===== src/hw/rtl/sphere_grow_placement_defines.svh =====
// Assertion macros for the sphere placement block
`ifndef SPHERE_GROW_PLACEMENT_DEFINES_SVH
`define SPHERE_GROW_PLACEMENT_DEFINES_SVH

// Clocked implication, disabled during reset
`define SGP_ASSERT_IMP(lbl, ante, cons, msg) \
  lbl: assert property (@(posedge clk_i) disable iff (!rst_ni) (ante) |-> (cons)) \
    else $error(msg);

// Clocked next-cycle implication, disabled during reset
`define SGP_ASSERT_NXT(lbl, ante, cons, msg) \
  lbl: assert property (@(posedge clk_i) disable iff (!rst_ni) (ante) |=> (cons)) \
    else $error(msg);

`endif


===== src/hw/rtl/sgp_pkg.sv =====
// Shared types and constants of the sphere placement block
package sgp_pkg;

  localparam int unsigned TableDepth = 1024;
  localparam int unsigned IdxW       = $clog2(TableDepth);
  localparam int unsigned CntW       = $clog2(TableDepth + 1);
  localparam int unsigned CoordW     = 16;
  localparam int unsigned TriesW     = 17;
  localparam int unsigned DistW      = 34;

  typedef struct packed {
    logic [CoordW-1:0] r;
    logic [CoordW-1:0] z;
    logic [CoordW-1:0] y;
    logic [CoordW-1:0] x;
  } entry_t;

  typedef enum logic [1:0] {
    ST_PLACED   = 2'd0,
    ST_REJECTED = 2'd1,
    ST_GAVE_UP  = 2'd2,
    ST_HALTED   = 2'd3
  } status_e;

  typedef enum logic [2:0] {
    REG_BOX_X      = 3'd0,
    REG_BOX_Y      = 3'd1,
    REG_BOX_Z      = 3'd2,
    REG_RADIUS_MIN = 3'd3,
    REG_RADIUS_MAX = 3'd4,
    REG_RADIUS_STP = 3'd5,
    REG_MAX_TRIES  = 3'd6
  } reg_idx_e;

  typedef enum logic [2:0] {
    S_IDLE,
    S_GROW,
    S_RD,
    S_WAIT,
    S_CMP,
    S_DONE
  } state_e;

endpackage


===== src/hw/rtl/sgp_dist.sv =====
// Distance pipeline: squared centre distance and squared radius sum, two stages
module sgp_dist
  import sgp_pkg::*;
(
  input  logic              clk_i,
  input  entry_t            entry_i,
  input  logic [CoordW-1:0] cx_i,
  input  logic [CoordW-1:0] cy_i,
  input  logic [CoordW-1:0] cz_i,
  input  logic [CoordW-1:0] t_i,
  output logic [DistW-1:0]  dist_o,
  output logic [DistW-1:0]  rs2_o
);

  logic [CoordW-1:0]   dx, dy, dz;
  logic [2*CoordW-1:0] sqx_q, sqy_q, sqz_q;
  logic [DistW-1:0]    dist_q;
  logic [CoordW:0]     rs_q;
  logic [DistW-1:0]    rs2_q;

  // absolute differences
  assign dx = (entry_i.x > cx_i) ? entry_i.x - cx_i : cx_i - entry_i.x;
  assign dy = (entry_i.y > cy_i) ? entry_i.y - cy_i : cy_i - entry_i.y;
  assign dz = (entry_i.z > cz_i) ? entry_i.z - cz_i : cz_i - entry_i.z;

  always_ff @(posedge clk_i) begin
    sqx_q  <= (2*CoordW)'(dx) * (2*CoordW)'(dx);
    sqy_q  <= (2*CoordW)'(dy) * (2*CoordW)'(dy);
    sqz_q  <= (2*CoordW)'(dz) * (2*CoordW)'(dz);
    dist_q <= DistW'(sqx_q) + DistW'(sqy_q) + DistW'(sqz_q);
    rs_q   <= {1'b0, entry_i.r} + {1'b0, t_i};
    rs2_q  <= DistW'(rs_q) * DistW'(rs_q);
  end

  assign dist_o = dist_q;
  assign rs2_o  = rs2_q;

endmodule


===== config.mk =====
export PLATFORM = sky130hd
export DESIGN_NAME = sgp_dist
export DESIGN_NICKNAME = d
export VERILOG_FILES = /design/src/hw/rtl/sphere_grow_placement_defines.svh /design/src/hw/rtl/sgp_pkg.sv /design/src/hw/rtl/sgp_dist.sv
export SDC_FILE = /design/constraint.sdc
export NUM_CORES = 2
export LEC_CHECK = 0
export BUFFER_PORTS_ARGS = -buffer_cell sky130_fd_sc_hd__buf_2
export CAP_MARGIN = 40
export CELL_PAD_IN_SITES_DETAIL_PLACEMENT = 0
export CELL_PAD_IN_SITES_GLOBAL_PLACEMENT = 2
export CORE_ASPECT_RATIO = 1.75
export CORE_UTILIZATION = 44
export CTS_CLUSTER_SIZE = 24
export DETAILED_ROUTE_END_ITERATION = 10
export HOLD_SLACK_MARGIN = 0.06
export PLACE_DENSITY_LB_ADDON = 0.1
export SYNTH_ARGS = -nofsm -noshare
export SYNTH_HDL_FRONTEND = slang
export SYNTH_SLANG_ARGS = --single-unit

===== constraint.sdc =====
create_clock -name clk_i -period 29.3 [get_ports clk_i]
set_input_delay 2.93 -clock clk_i [delete_from_list [all_inputs] [get_ports clk_i]]
set_output_delay 2.93 -clock clk_i [all_outputs]
set_load 0.1 [all_outputs]

**After elaboration in Yosys (flattened, before gate mapping)**

Index checks and enable logic that the tools add are counted.

- Output and inout bits: 68
- Bits in registers: 181
- Input bits: 129
- Word-level logic and storage cells: 25

- Multipliers: 4
- Muxes and demuxes: 3
- Magnitude comparators: 3
- Add/sub/neg operators: 9

Operator list:

| cell | count |
|---|---|
| $mul A16 B16 Y32 | 3 |
| $sub A16 B16 Y16 | 6 |
| $gt A16 B16 Y1 | 3 |
| $mux W16 | 3 |
| $add A33 B32 Y34 | 1 |
| $mul A17 B17 Y34 | 1 |
| $add A32 B32 Y33 | 1 |
| $add A16 B16 Y17 | 1 |

**Longest topological paths before layout**

- Word-level depth: 3
- Depth in mapped cells: 39
- Depth with buffers taken out: 37

**Worst setup path before layout**

OpenSTA, ideal clock, no wires.

- Path type: input-to-reg
- From: input port entry_i[13] (netlist bit)
- To: register sqx_q[31]
- Cell stages on the path: 37
- Data arrival time: 11063 ps
- Slack: 18117 ps
- Library setup time: 120 ps
- Buffers on the path: 3
- Cell sequence: inv_1 > ha_1 > buf_2 > nand4_1 > nor4_1 > or2_2 > and2_1 > buf_4 > mux2i_1 > xor2_1 > inv_1 > clkbuf_1 > nand2_1 > inv_1 > fa_1 > inv_1 > fa_1 > inv_1 > fa_1 > inv_1 > fa_1 > inv_1 > fa_1 > inv_1 > fa_1 > inv_1 > ha_1 > and3_1 > and3_1 > a21oi_1 > a211oi_1 > o31ai_1 > a21oi_1 > o41ai_1 > o21ai_0 > a21oi_1 > xnor2_1

- Longest elaborated chain between the ends: 3

Ends and longest elaborated chain:

| item | line | text |
|---|---|---|
| from (decl) | sgp_dist.sv:6 | `input entry_t entry_i,` |
| $sub A16 B16 Y16 / $gt A16 B16 Y1 (equally long branches) | sgp_dist.sv:22 | `assign dx = (entry_i.x > cx_i) ? entry_i.x - cx_i : cx_i - entry_i.x;` |
| $mux W16 (*) | sgp_dist.sv:22 |  |
| $mul A16 B16 Y32 (*) | sgp_dist.sv:27 | `sqx_q <= (2*CoordW)'(dx) * (2*CoordW)'(dx);` |
| to (signal assigned) | sgp_dist.sv:27 |  |
| to (decl) | sgp_dist.sv:16 | `logic [2*CoordW-1:0] sqx_q, sqy_q, sqz_q;` |

Mark *: on every way between the ends. The rest lies on a longest branch, timed or not.

**Worst setup path in the final report**

Same ends and word-level chain as after synthesis.

==> metrics.txt <==
most frequent cells in the layout 1081 x inv_1, 720 x fa_1, 538 x ha_1; max_cap viols 0; first-iteration detailed-routing DRC count 1085; Slowest Stage Delay on Critical Path about 0.65 ns; post-CTS resize count 0; Boundary Pins 197; Synth cell types 84; Synth Flop Type dfxtp_1; Worst Hold Class reg2reg; vias in the first global route ~34000; layout cells sized above 1 0.07229; initial core utilization 0.4437; Slowest-stage cell, CP and2_1; placed wire-length estimate around 95000 um; Final Skew about 0.019 ns; Cell Rows approximately 150; drt wl/cell 18.90 um; Fin. Hold Viols 0; H-tree depth 4; largest fanout on the critical path 19; final wirelength 110500 um; Peak Freq around 80 MHz; Max Buffers Root-to-Sink 2; total die area ~0.092 mm^2; worst slew pin tran 0.8531 ns; fill cell count ~9100; Total GRT Usage 0.2523; clock-pin slew on the worst setup and hold paths 0.08 ns; Post-CTS Setup Inserts 0; Core ar. approximately 0.09 mm^2; fin. max-slew vios 0; RD Place Congestion just under 0.9; Worst-Skew Late Latency 0.49 ns; global-route wire length before repair roughly 180000 um; Setup crit end kind flop; slew margin rel. 0.4293; Sink Count about 180; Final Critical Period between 10 and 15 ns; mean post-synth cell area 8.928 um^2; CTS Buf Count 17; remaining antenna violation count 0; Final Cycle Share 0.4290; area occupied by multi-input gates approximately 0.032 mm^2; drt drc 0; Pre-antenna DRT Iters 5; register area between 0.003 and 0.004 mm^2; antenna violations before repair 1; CTS root buf clkbuf_16; Die Y about 400 um; Layout Nets between 6000 and 7000; n_diodes 0; largest net degree at the start of global routing 24; Async SR Flop Fraction 0; Yosys top cell area share 0.3593; Yosys warnings 0; WS Path Type in2reg; port bufs just under 200; CTS tree done; most common cell after layout, fill and taps aside inv_1; setup violators final 0; crit path launch type input port; Synth Cell Area between 0.04 and 0.05 mm^2; RSZ-0062 raised after global routing false; status completed; Fin Setup TNS 0 ns; GR Layer Usage met1 0.2662; GRT busiest layer met2; top post-synthesis cells by area fa_1 36%, ha_1 17%, inv_1 10%, dfxtp_1 8.8%, nand2_1 3.3%; Yosys reg bits ~180; Syn Inst Count ~4500; sequential area share after synthesis 0.08832; via/cell ratio roughly 5.1; die width 230.3 um; grt ovf 0; Worst EP arrival 12.95 ns; Area growth syn-to-layout 7.288%; GRT met2 Usage 0.5155; CP most frequent cell inv_1; CP Data Required Time about 30 ns; routed vias 29820; EDFF count, synth 0; CTS Hold Buffers Added 0; area leader, netlist fa_1; grt met3 use 0.01676
[cell families after synthesis]
family,count (synthesis),share of synthesized area
mux,30,0.007859
other cells,1,0.00009347
buf+inv,1200,0.1148
flops,177,0.08832
simple gates,1009,0.1146
fa+ha+maj,1258,0.5270
xor+xnor,226,0.05139
compound gates,593,0.09596
[sequential cells by signal, indices dropped and copies added, names as in the netlist]
| register | flops |
|---|---|
| rs_q | 17 |
| rs2_o | 33 |
| sqz_q | 31 |
| sqy_q | 31 |
| sqx_q | 31 |
| dist_o | 34 |
[path summary, 6_finish.rpt]
check / start / endpoint / slack [ns] / cells after the start
worst max register to register: rs_q[9] / rs2_o[33] / 21.55 / 22
worst min register to register: sqz_q[0] / dist_o[1] / 0.67 / 3
worst min-delay path: sqz_q[0] / dist_o[1] / 0.67 / 3
worst max-delay path: entry_i[13] / sqx_q[31] / 16.73 / 36
[metal layers]
metal	routed length, um	vias to the layer above
met4	3535	0
met1	40600	15060
met2	64290	438
met5	0	-
li1	-	14170
met3	2052	150
[critical path, delay by kind of cell]
kind / cells / cell delay (ns)
mux: 1 / 0.28
buf+inv: 10 / 0.94
compound gates: 7 / 1.98
simple gates: 8 / 2.26
xor+xnor: 2 / 0.68
fa+ha+maj: 8 / 3.86
[metrics by stage]
stage          hold slack, ns  setup slack (ns)  cells  cell area, um^2  utilization
2_1_floorplan          0.4011             18.12   4497            40130            -
4_1_cts                0.6781             16.70   5846            43050       0.4760
3_5_place_dp           0.6711             16.17   5814            42440       0.4693
5_1_grt                0.7194             15.90   5846            43050       0.4760
3_3_place_gp           0.6596             16.32   5812            42400       0.4689
6_report               0.6721             16.73   5846            43050       0.4760
[cell usage after synthesis (5+ instances only)]
| cell type | count |
|---|---|
| a2111oi_0 | 5 |
| a211o_1 | 7 |
| a211oi_1 | 20 |
| a21boi_0 | 8 |
| a21o_1 | 86 |
| a21oi_1 | 200 |
| a221o_1 | 9 |
| a31oi_1 | 9 |
| a41oi_1 | 6 |
| and2_1 | 81 |
| and3_1 | 20 |
| buf_2 | 38 |
| buf_4 | 9 |
| clkbuf_1 | 53 |
| dfxtp_1 | 177 |
| fa_1 | 720 |
| ha_1 | 538 |
| inv_1 | 1081 |
| inv_2 | 12 |
| mux2_2 | 9 |
| mux2i_1 | 20 |
| nand2_1 | 351 |
| nand2b_1 | 55 |
| nand3_1 | 41 |
| nand4_1 | 18 |
| nor2_1 | 307 |
| nor2b_1 | 34 |
| nor3_1 | 43 |
| nor4_1 | 8 |
| o211ai_1 | 20 |
| o21a_1 | 28 |
| o21ai_0 | 101 |
| o21bai_1 | 28 |
| o31ai_1 | 11 |
| or2_1 | 5 |
| or2_2 | 16 |
| or3_1 | 10 |
| xnor2_1 | 148 |
| xnor2_2 | 9 |
| xor2_1 | 67 |
[layout make-up]
| cell class | count | share of cell area |
|---|---|---|
| multi-input cells | 3120 | 0.7430 |
| inverters | 1095 | 0.09549 |
| flip-flops and latches | 177 | 0.08232 |
| well taps | 1184 | 0.03442 |
| repair buffers | 238 | 0.03064 |
| clock buffers | 20 | 0.01038 |
| clock inverters | 12 | 0.003721 |
Power is not shown: default switching activity piles up to over one toggle a cycle in this logic, so the estimate is an artifact.
